<file path="config.mk">
export PLATFORM = sky130hd
export DESIGN_NAME = scancode_set1_to_ascii_core
export DESIGN_NICKNAME = d
export VERILOG_FILES = /design/src/rtl/scs1a_pkg.sv /design/src/rtl/scs1a_decode.sv /design/src/rtl/scancode_set1_to_ascii_core.sv
export SDC_FILE = /design/constraint.sdc
export NUM_CORES = 1
export LEC_CHECK = 0
export ABC_AREA = 0
export BUFFER_PORTS_ARGS = -buffer_cell sky130_fd_sc_hd__buf_2
export CAP_MARGIN = 25
export CORE_MARGIN = 5
export CORE_UTILIZATION = 47
export DETAILED_ROUTE_END_ITERATION = 16
export GPL_TIMING_DRIVEN = 0
export PLACE_DENSITY_LB_ADDON = 0.3
export REMOVE_ABC_BUFFERS = 1
export SYNTH_ARGS = -nofsm -noshare
export SYNTH_HDL_FRONTEND = slang
export SYNTH_SLANG_ARGS = --single-unit
</file>
<file path="constraint.sdc">
create_clock -name i_clk -period 5.25 [get_ports i_clk]
set_input_delay 0.525 -clock i_clk [delete_from_list [all_inputs] [get_ports i_clk]]
set_output_delay 0.525 -clock i_clk [all_outputs]
set_load 0.005 [all_outputs]
</file>
<file path="src/rtl/scs1a_pkg.sv">
// Shared types and constants for the scan code set 1 to ASCII core.
// Holds the key codes, both keymap ROMs and the decode result struct.
// No dependencies.
package scs1a_pkg;

    localparam int unsigned KeyW     = 7;
    localparam int unsigned CharW    = 7;
    localparam int unsigned RomDepth = 58;
    localparam int unsigned RomIdxW  = 6;

    localparam logic [KeyW-1:0]  KEY_LSHIFT = 7'h2A;
    localparam logic [KeyW-1:0]  KEY_RSHIFT = 7'h36;
    localparam logic [KeyW-1:0]  KEY_CAPS   = 7'h3A;
    localparam logic [KeyW-1:0]  KEY_LAST   = 7'd57;
    localparam logic [CharW-1:0] CHAR_NONE  = 7'h00;
    localparam logic [CharW-1:0] CHAR_LC_A  = 7'h61;
    localparam logic [CharW-1:0] CHAR_LC_Z  = 7'h7A;
    localparam logic [CharW-1:0] CASE_BIT   = 7'h20;

    localparam logic [CharW-1:0] ROM_PLAIN [0:RomDepth-1] = '{
        7'h00, 7'h00, 7'h31, 7'h32, 7'h33, 7'h34, 7'h35, 7'h36, 7'h37, 7'h38,
        7'h39, 7'h30, 7'h2D, 7'h3D, 7'h08, 7'h09, 7'h71, 7'h77, 7'h65, 7'h72,
        7'h74, 7'h79, 7'h75, 7'h69, 7'h6F, 7'h70, 7'h5B, 7'h5D, 7'h0A, 7'h00,
        7'h61, 7'h73, 7'h64, 7'h66, 7'h67, 7'h68, 7'h6A, 7'h6B, 7'h6C, 7'h3B,
        7'h27, 7'h60, 7'h00, 7'h5C, 7'h7A, 7'h78, 7'h63, 7'h76, 7'h62, 7'h6E,
        7'h6D, 7'h2C, 7'h2E, 7'h2F, 7'h00, 7'h2A, 7'h00, 7'h20
    };

    localparam logic [CharW-1:0] ROM_SHIFT [0:RomDepth-1] = '{
        7'h00, 7'h00, 7'h21, 7'h40, 7'h23, 7'h24, 7'h25, 7'h5E, 7'h26, 7'h2A,
        7'h28, 7'h29, 7'h5F, 7'h2B, 7'h08, 7'h09, 7'h51, 7'h57, 7'h45, 7'h52,
        7'h54, 7'h59, 7'h55, 7'h49, 7'h4F, 7'h50, 7'h7B, 7'h7D, 7'h0A, 7'h00,
        7'h41, 7'h53, 7'h44, 7'h46, 7'h47, 7'h48, 7'h4A, 7'h4B, 7'h4C, 7'h3A,
        7'h22, 7'h7E, 7'h00, 7'h7C, 7'h5A, 7'h58, 7'h43, 7'h56, 7'h42, 7'h4E,
        7'h4D, 7'h3C, 7'h3E, 7'h3F, 7'h00, 7'h2A, 7'h00, 7'h20
    };

    typedef struct packed {
        logic             emit;
        logic [CharW-1:0] ascii_char;
        logic             shift_next;
        logic             caps_next;
    } t_dec_result;

endpackage

</file>
<file path="src/rtl/scs1a_decode.sv">
// Combinational decode of one scan byte against the current shift/caps flags.
// Depends on scs1a_pkg for key codes, keymap ROMs and t_dec_result.
module scs1a_decode
    import scs1a_pkg::*;
(
    input  logic [7:0]  i_scan_byte,
    input  logic        i_shift_held,
    input  logic        i_caps_locked,
    output t_dec_result o_result
);

    logic             release_bit;
    logic [KeyW-1:0]  key;
    logic [RomIdxW-1:0] idx;
    logic [CharW-1:0] plain_char;
    logic [CharW-1:0] shift_char;
    logic [CharW-1:0] mapped_char;
    logic             is_letter;

    assign release_bit = i_scan_byte[7];
    assign key         = i_scan_byte[KeyW-1:0];
    assign idx         = key[RomIdxW-1:0];

    always_comb begin
        if (key <= KEY_LAST) begin
            plain_char = ROM_PLAIN[idx];
            shift_char = ROM_SHIFT[idx];
        end else begin
            plain_char = CHAR_NONE;
            shift_char = CHAR_NONE;
        end
    end

    assign is_letter = (plain_char >= CHAR_LC_A) && (plain_char <= CHAR_LC_Z);

    // Letters follow shift XOR caps; everything else follows shift alone.
    always_comb begin
        if (is_letter) begin
            mapped_char = (i_shift_held ^ i_caps_locked) ? (plain_char & ~CASE_BIT)
                                                         : plain_char;
        end else begin
            mapped_char = i_shift_held ? shift_char : plain_char;
        end
    end

    always_comb begin
        o_result.emit       = 1'b0;
        o_result.ascii_char = mapped_char;
        o_result.shift_next = i_shift_held;
        o_result.caps_next  = i_caps_locked;
        if (key == KEY_LSHIFT || key == KEY_RSHIFT) begin
            o_result.shift_next = ~release_bit;
        end else if (key == KEY_CAPS && !release_bit) begin
            o_result.caps_next = ~i_caps_locked;
        end else if (!release_bit) begin
            o_result.emit = (mapped_char != CHAR_NONE);
        end
    end

endmodule

</file>
<file path="src/rtl/scancode_set1_to_ascii_core.sv">
// Channel   Valid    Stall    Payload
// in        i_valid  o_stall  i_scan_byte[7:0]
// out       o_valid  i_stall  o_ascii_char[6:0]
//
// One scan byte per cycle sustained while the result is not stalled; an input
// register feeds the keymap decode, which loads the result register. Shift and
// caps flags update as each byte leaves the input register.
// Synchronous active-low reset clears valids and both flags.
// A stalled result holds the input register; o_stall rises only while both
// stages are full and the result is stalled.
// Depends on scs1a_pkg and scs1a_decode.
module scancode_set1_to_ascii_core
    import scs1a_pkg::*;
(
    input  logic             i_clk,
    input  logic             i_rst_n,
    input  logic             i_valid,
    output logic             o_stall,
    input  logic [7:0]       i_scan_byte,
    output logic             o_valid,
    input  logic             i_stall,
    output logic [CharW-1:0] o_ascii_char
);

    logic             r_in_valid;
    logic [7:0]       r_in_byte;
    logic             r_shift_held;
    logic             r_caps_locked;
    logic             r_out_valid;
    logic [CharW-1:0] r_out_char;
    logic             advance;
    t_dec_result      dec;

    scs1a_decode u_decode (
        .i_scan_byte   (r_in_byte),
        .i_shift_held  (r_shift_held),
        .i_caps_locked (r_caps_locked),
        .o_result      (dec)
    );

    // Advance the input stage whenever the result register is free or draining.
    assign advance = !r_out_valid || !i_stall;
    assign o_stall = r_in_valid && !advance;

    always_ff @(posedge i_clk) begin
        if (!i_rst_n) begin
            r_in_valid    <= 1'b0;
            r_out_valid   <= 1'b0;
            r_shift_held  <= 1'b0;
            r_caps_locked <= 1'b0;
        end else begin
            if (!o_stall) begin
                r_in_valid <= i_valid;
            end
            if (advance) begin
                r_out_valid <= r_in_valid && dec.emit;
                if (r_in_valid) begin
                    r_shift_held  <= dec.shift_next;
                    r_caps_locked <= dec.caps_next;
                end
            end
        end
    end

    always_ff @(posedge i_clk) begin
        if (!o_stall && i_valid) begin
            r_in_byte <= i_scan_byte;
        end
        if (advance && r_in_valid) begin
            r_out_char <= dec.ascii_char;
        end
    end

    assign o_valid      = r_out_valid;
    assign o_ascii_char = r_out_char;

    a_release_no_out: assert property (@(posedge i_clk) disable iff (!i_rst_n)
        r_in_valid && advance && r_in_byte[7] |=> !o_valid)
        else $error("release byte produced a result");

    a_caps_toggle: assert property (@(posedge i_clk) disable iff (!i_rst_n)
        r_in_valid && advance && r_in_byte == {1'b0, KEY_CAPS}
        |=> r_caps_locked != $past(r_caps_locked))
        else $error("caps press did not toggle caps lock");

    a_shift_press: assert property (@(posedge i_clk) disable iff (!i_rst_n)
        r_in_valid && advance &&
        (r_in_byte == {1'b0, KEY_LSHIFT} || r_in_byte == {1'b0, KEY_RSHIFT})
        |=> r_shift_held && !o_valid)
        else $error("shift press mishandled");

    a_nonzero_out: assert property (@(posedge i_clk) disable iff (!i_rst_n)
        o_valid |-> o_ascii_char != CHAR_NONE)
        else $error("zero character delivered");

endmodule
</file>
==> results of run 1 <==
-- per-stage QoR --
stage | instance area [um2] | worst slack, ns | power (mW) | util | hold slack, ns
after floorplan | 2100 | 1.35 | 0.290 | - | 0.467
after global placement | 2270 | 0.733 | 0.328 | 0.487 | 0.487
after detailed placement | 2320 | 1.20 | 0.334 | 0.499 | 0.499
after CTS | 2370 | 1.17 | 0.434 | 0.509 | 0.435
after global routing | 2370 | 0.840 | 0.461 | 0.509 | 0.424
final | 2370 | 1.11 | 0.433 | 0.509 | 0.443
-- logic make-up after synthesis --
group | Yosys count | synth area share
flip-flops | 19 | 0.237
buffers and inverters | 32 | 0.0815
XOR/XNOR | 3 | 0.0117
adder cells (fa/ha/maj) | 14 | 0.0771
AO/OA/AOI/OAI | 91 | 0.301
AND/OR/NAND/NOR | 92 | 0.219
multiplexers | 15 | 0.0731
-- sequential cells by signal, summed over array words and instances, names as in the netlist --
signal and cells:
o_valid 1, r_in_valid 1, r_caps_locked 1, o_ascii_char 7, r_shift_held 1, r_in_byte 8
-- power breakdown --
part	switching, mW	total [mW]	internal [mW]	leakage [nW]
clock network	0.0458	0.0985	0.0527	0.0255
registers	0.0194	0.191	0.172	0.179
logic	0.0817	0.143	0.0614	0.717
-- final timing paths --
| path | depth (start not counted) | start | to |
|---|---|---|---|
| setup / recovery | 11 | r_in_byte[0] | o_ascii_char[5] |
| hold / removal | 1 | i_scan_byte[7] | r_in_byte[7] |
| setup reg to reg | 11 | r_in_byte[0] | o_ascii_char[5] |
| hold reg to reg | 1 | r_in_byte[7] | r_shift_held |
-- synthesized netlist by cell type (3+ instances only) --
master    count  area share
mux2_2        3       0.015
o41ai_1       3       0.012
edfxtp_1     15        0.20
xnor2_1       3       0.012
a2111o_1      3       0.015
nor2b_1       8       0.022
o21a_1        3       0.010
nand2_1      20       0.033
dfxtp_1       4       0.036
o21ai_0      14       0.031
a311oi_1      3       0.012
o22ai_1       4       0.011
buf_6         5       0.025
nor2_1       22       0.037
a31oi_1       3      0.0084
nor3_1        5       0.011
clkbuf_1      5      0.0084
o221ai_1      5       0.020
ha_1         13       0.073
mux2i_1      10       0.045
buf_2         6       0.013
or2_2         3      0.0084
inv_1         8       0.013
buf_4         4       0.013
a21oi_1      22       0.049
nand2b_1      7       0.020
nand3_1      11       0.025
and2_1        4       0.011
-- placed cells by master, fill, tap and decap left out, drive strengths merged, types with 5 or more instances in the layout --
master   n
a21oi   22
buf     22
nor2    22
nand2b   7
mux2i   10
ha      13
o21ai   15
o221ai   5
nand3   12
nand2   20
inv     10
edfxtp  15
nor2b    8
nor3     6
mux2     5
-- cell type report --
type	instances	area share
Clock inverter	1	0.00211
Inverter	11	0.0185
Clock buffer	3	0.0174
Multi-Input combinational cell	215	0.644
Timing Repair Buffer	22	0.0654
Sequential cell	19	0.224
Tap cell	54	0.0285
-- metal layers --
layer | global-route usage | vias up
li1 | - | 1019
met1 | 0.266 | 983
met2 | 0.301 | 84
met3 | 0.0340 | 8
met4 | 0.0464 | 0
met5 | 0 | -
==> metrics, run 1 <==
Ant. Diodes 0; Initial Util 0.481; vias in the first global route 1,933; Placer Congestion 0.890; Skew-Pair Late Insertion Delay 0.25 ns; crit path max fanout 18; Reg area 531 um2; critical-path cell list clkinv_1, ha_1, mux2_2, a32o_1, a2111oi_2, o31a_1, nor3_1, a21oi_1, mux2_2, a22oi_1, nor2_1; Synthesis Warnings 0; maximum VDD drop 0.144 mV; Initial DRC Count 276; hpwl dp 4.08 mm; Post-Route WL 5.71 mm; synthesized instance count 266; per-cell routed wire length 17.6 um; Async SR Flop Fraction 0; PwrDens 183 mW/mm2; part of the cycle the worst path needs 0.789; CP Data Required Time 5.23 ns; minimum clock period 4.14 ns; unrepaired setup endpoints after global routing no; CP Data Arrival Time 4.12 ns; outcome finished, final reports clean; Post-CTS Setup Bufs 0; P&R area growth vs syn 5.81%; Max Slew Vio Count 0; Crit Path Category flip-flop to flip-flop; count of cells resized by post-cts repair 0; grt ovf 0; Chip Width 79.1 um; worst path bufs/invs 1; antenna violations before repair 0; max frequency 241 MHz; DRT met1 WL 2.54 mm; Tightest Pin Transition 1.07 ns; top cell family by delay on the critical path compound AO/OA/AOI/OAI gates; Placed Cells 321; Top Ports 21; DRC viols 0; Max stage delay on crit path 0.76 ns; Post-synth top flop edfxtp_1; met2 wire length 2.70 mm; root buffer cell clkbuf_8; largest net degree at the start of global routing 33; core area 0.00466 mm2; final clock skew 0.00122 ns; Fin. Hold Viols 0; synthesis-stage register bit count 19; Critical Path End Type flip-flop; top routing layer in use met4; leakage power 0.922 nW; via count 2,094; global-route usage over all layers 0.190; Routed Antenna Nets 0; post-layout net count 297; clk slew on worst S/H paths 0.07 ns; Via density 6.44; Hold Path Class input pin to flip-flop; fill count 455; CTS H-tree lvls 1; Placement Rows 25; Die Height 79.1 um; 1st-pass router iterations 4; Setup TNS 0 ns; first-pass GRT wire length 9.59 mm; clock buffer count from CTS 3; CTS Hold Buffers Added 0; Seq/Total Area, Yosys 0.237; port bufs 20; die area 0.00625 mm2; CTS tree done; clock sinks 19; master of the slowest instance on the critical path edfxtp_1; Slew headroom 0.284; Clock Tree Buf Depth 2; post-synthesis instance area 0.00224 mm2; Startpoint Class flip-flop; number of enable flip-flop cells after synthesis 15; Yosys cell types 70; Setup violations, final 0; Crit path top cell by count mux2_2; combined area of the multi-input logic cells 0.00153 mm2; ratio of cells with drive above 1 in the final layout 0.166; met3 wire length 412 um; synthesized area per cell 8.42 um2; flop-to-flop setup slack 1.11 ns; max cap viols 0; Final Non-Filler Cells 325
Note: power is estimated with default switching activity, not from simulation.
==> run 2, diff against run 1 <==
--- a/config.mk
+++ b/config.mk
@@ -5,7 +5,7 @@
 export SDC_FILE = /design/constraint.sdc
 export NUM_CORES = 1
 export LEC_CHECK = 0
-export ABC_AREA = 0
+export ABC_AREA = 1
 export BUFFER_PORTS_ARGS = -buffer_cell sky130_fd_sc_hd__buf_2
 export CAP_MARGIN = 25
 export CORE_MARGIN = 5
==> constraint.sdc (replaced) <==
create_clock -name i_clk -period 3.5 [get_ports i_clk]
set_input_delay 0.35 -clock i_clk [delete_from_list [all_inputs] [get_ports i_clk]]
set_output_delay 0.35 -clock i_clk [all_outputs]
set_load 0.005 [all_outputs]
==> run 2 against run 1 <==
  * Clock power up 59%
  * First-iteration DRC count up 0.36%
  * Fmax up 35%
  * Combinational power up 48%
  * Cell count up 21%
  * Clock skew up 0.0028 ns
  * Clock-buffer cell count unchanged
  * Critical endpoint is now o_valid
  * Total power up 49%
==> metrics, run 2 <==
Ant. Diodes 0 (unchanged); met2 Use GR 0.319 (was 0.301); number of enable flip-flop cells after synthesis 15 (unchanged); port bufs 20 (unchanged); synthesized area per cell 6.37 um2 (was 8.42 um2); crit path max fanout 14 (was 18); first-pass GRT wire length 9.43 mm (was 9.59 mm); Seq/Total Area, Yosys 0.255 (was 0.237); post-layout net count 366 (was 297); Clock Tree Buf Depth 2 (unchanged); clock buffer count from CTS 3 (unchanged); root buffer cell clkbuf_8 (unchanged); antenna violations before repair 0 (unchanged); global-route usage over all layers 0.190 (about the same); PwrDens 287 mW/mm2 (was 183 mW/mm2); Startpoint Class flip-flop (unchanged); Hold Path Class input pin to flip-flop (unchanged); Placer Congestion 0.903 (was 0.890); Routed Antenna Nets 0 (unchanged); Sequential Power Share 0.429 (was 0.442); clk slew on worst S/H paths 0.08 ns (was 0.07 ns); CTS tree done (unchanged); outcome finished, final reports clean (unchanged); Die Height 76.5 um (was 79.1 um); CP Data Arrival Time 3.22 ns (was 4.12 ns); Max stage delay on crit path 0.63 ns (was 0.76 ns); Post-synth top flop edfxtp_1 (unchanged); Placement Rows 24 (was 25); Placed Cells 386 (was 321); Synth top cells by count nand2_1 (119), inv_1 (28), nand3_1 (26), nor2_1 (23), o21ai_0 (22) (was a21oi_1 (22), nor2_1 (22), nand2_1 (20), edfxtp_1 (15), o21ai_0 (14)); Fin. Hold Viols 0 (unchanged); part of the cycle the worst path needs 0.874 (was 0.789); CTS H-tree lvls 1 (unchanged); via count 2,197 (was 2,094); share of the synthesized area in the top cell type 0.217 (was 0.201); DRC viols 0 (unchanged); Critical Path End Type flip-flop (unchanged); unrepaired setup endpoints after global routing no (unchanged); minimum clock period 3.06 ns (was 4.14 ns); CP Data Required Time 3.66 ns (was 5.23 ns); fill count 459 (was 455); combinational share of power 0.327 (was 0.331); synthesis-stage register bit count 19 (unchanged); most frequent cells in the layout nand2_1 (119), inv_1 (28), nand3_1 (26) (was nor2_1 (22), a21oi_1 (22), nand2_1 (20), buf_2 (20), edfxtp_1 (15)); 1st-pass router iterations 4 (unchanged); count of cells resized by post-cts repair 0 (unchanged); largest net degree at the start of global routing 29 (was 33); die area 0.00585 mm2 (was 0.00625 mm2); ratio of cells with drive above 1 in the final layout 0.144 (was 0.166); final clock skew 0.00402 ns (was 0.00122 ns); Via density 5.60 (was 6.44); Slew headroom 0.605 (was 0.284); Final Non-Filler Cells 392 (was 325); grt ovf 0 (unchanged); met1 GRT Util 0.244 (was 0.266); Max Slew Vio Count 0 (unchanged); Crit path top cell by count nand2_1 (was mux2_2); Initial Util 0.481 (about the same); Synth area leader edfxtp_1 (unchanged); switch share 0.364 (was 0.340); Yosys cell types 33 (was 70); max frequency 327 MHz (was 241 MHz); leakage power 1.11 nW (was 0.922 nW); Synthesis Warnings 0 (unchanged); Top Usage Layer GRT met2 (unchanged); Clock power frac 0.244 (was 0.228); vias in the first global route 2,143 (was 1,933); Initial DRC Count 277 (was 276); critical-path cell list inv_2, ha_1, nand2_1, nand2_1, nand3_2, a21oi_4, inv_2, nand2_2, nand2_1, nor2_4, nand2_4, nand3_4, nand2_1, nand2_1, inv_2, nor2_1, nand3_1, nand2_1, a21oi_2 (was clkinv_1, ha_1, mux2_2, a32o_1, a2111oi_2, o31a_1, nor3_1, a21oi_1, mux2_2, a22oi_1, nor2_1); most common cell after layout, fill and taps aside nand2_1; Int Power 0.411 mW (was 0.286 mW); core area 0.00432 mm2 (was 0.00466 mm2); cell with the most instances after synthesis nand2_1; max cap viols 0 (unchanged); Setup violations, final 0 (unchanged); Tightest Pin Transition 0.592 ns (was 1.07 ns); clock sinks 19 (unchanged); Chip Width 76.5 um (was 79.1 um); post-synthesis instance area 0.00208 mm2 (was 0.00224 mm2); top post-synthesis cells by area edfxtp_1 (22%), nand2_1 (21%), ha_1 (7.8%), nand3_1 (6.3%), o21ai_0 (5.3%) (was edfxtp_1 (20%), ha_1 (7.3%), a21oi_1 (4.9%), mux2i_1 (4.5%), nor2_1 (3.7%)); Crit Path Category flip-flop to flip-flop (unchanged); max reg flops 8 (unchanged); Reg2Reg Depth 19 (was 11); Post-Route WL 5.46 mm (was 5.71 mm); Largest Register r_in_byte (unchanged); Setup TNS 0 ns (unchanged); P&R area growth vs syn 8.01% (was 5.81%); hpwl dp 4.06 mm (was 4.08 mm); Top Ports 21 (unchanged); switching power total 0.235 mW (was 0.147 mW); maximum VDD drop 0.257 mV (was 0.144 mV); master of the slowest instance on the critical path edfxtp_1 (unchanged); Skew-Pair Late Insertion Delay 0.26 ns (was 0.25 ns); hold path cells 1 (unchanged); synthesized instance count 326 (was 266); GR Layer Usage met3 0.0284 (was 0.0340); Async SR Flop Fraction 0 (unchanged); per-cell routed wire length 13.9 um (was 17.6 um)
-- run 2: cell types whose count changed after synthesis, moves of 5 or more --
cell and change:
mux2i_1 -10, buf_6 -5, nand2_1 +99, nand2b_1 -7
o221ai_1 -5, o21ai_0 +8, a21oi_1 -8, nand3_1 +15
nand4_1 +9, nor2b_1 -8, inv_1 +20
-- run 2: power by group through the flow --
| stage | clock [mW] | combinational, mW | sequential (mW) |
|---|---|---|---|
| after floorplan | 0 | 0.152 | 0.279 |
| after global routing | 0.176 | 0.242 | 0.279 |
| final | 0.157 | 0.211 | 0.277 |
| after CTS | 0.160 | 0.203 | 0.279 |
| after detailed placement | 0 | 0.203 | 0.284 |
| after global placement | 0 | 0.201 | 0.284 |
-- run 2: per-stage QoR --
stage	power [mW]	hold WS (ns)	util	instance area, um2	setup slack, ns
final	0.645	0.259	0.519	2240	0.442
after detailed placement	0.487	0.473	0.504	2180	0.233
after CTS	0.642	0.257	0.516	2230	0.222
after floorplan	0.432	0.449	-	2020	0.874
after global routing	0.697	0.247	0.519	2240	0.0543
after global placement	0.486	0.466	0.504	2180	0.265
-- run 2: what timing repair did --
action	in CTS	in global routing
setup endpoints to repair	0	1
buffers inserted	0	2
hold endpoints to repair	0	0
hold buffers	0	0
-- run 2: kinds of logic after synthesis --
kind of cell               count (synthesis)  share of synthesized area
and+or+nand+nor                          198                      0.429
AOI/OAI and AO/OA                         51                      0.148
buffers and inverters                     45                     0.0897
DFF                                       19                      0.255
adders and majority gates                 13                     0.0783
-- run 2: critical path: cells and delay by family, from the launching register on --
kind | cells | cell delay [ns]
adders and majority gates | 1 | 0.25
buffers and inverters | 3 | 0.49
DFF | 1 | 0.63
AOI/OAI and AO/OA | 2 | 0.38
and+or+nand+nor | 13 | 1.21
-- run 2: worst paths after layout --
kind	startpoint	end	slack [ns]
min	i_scan_byte[0]	r_in_byte[0]	0.26
max reg2reg	r_in_byte[2]	o_valid	0.44
max	r_in_byte[2]	o_valid	0.44
min reg2reg	r_in_byte[7]	r_shift_held	0.48
-- run 2: routing by layer --
metal | part of all wire | wire (um)
met1 | 0.43 | 2360
met2 | 0.47 | 2590
met4 | 0.031 | 171
met3 | 0.064 | 349
met5 | 0 | 0
-- run 2: final cells by class --
| class | instances | area (um2) | share of cell area |
|---|---|---|---|
| tap | 52 | 65.1 | 0.0290 |
| multi-input combinational | 262 | 1360 | 0.606 |
| sequential | 19 | 531 | 0.236 |
| timing repair buffer | 22 | 115 | 0.0513 |
| inverter | 33 | 124 | 0.0552 |
| clock inverter | 1 | 7.51 | 0.00334 |
| clock buffer | 3 | 41.3 | 0.0184 |
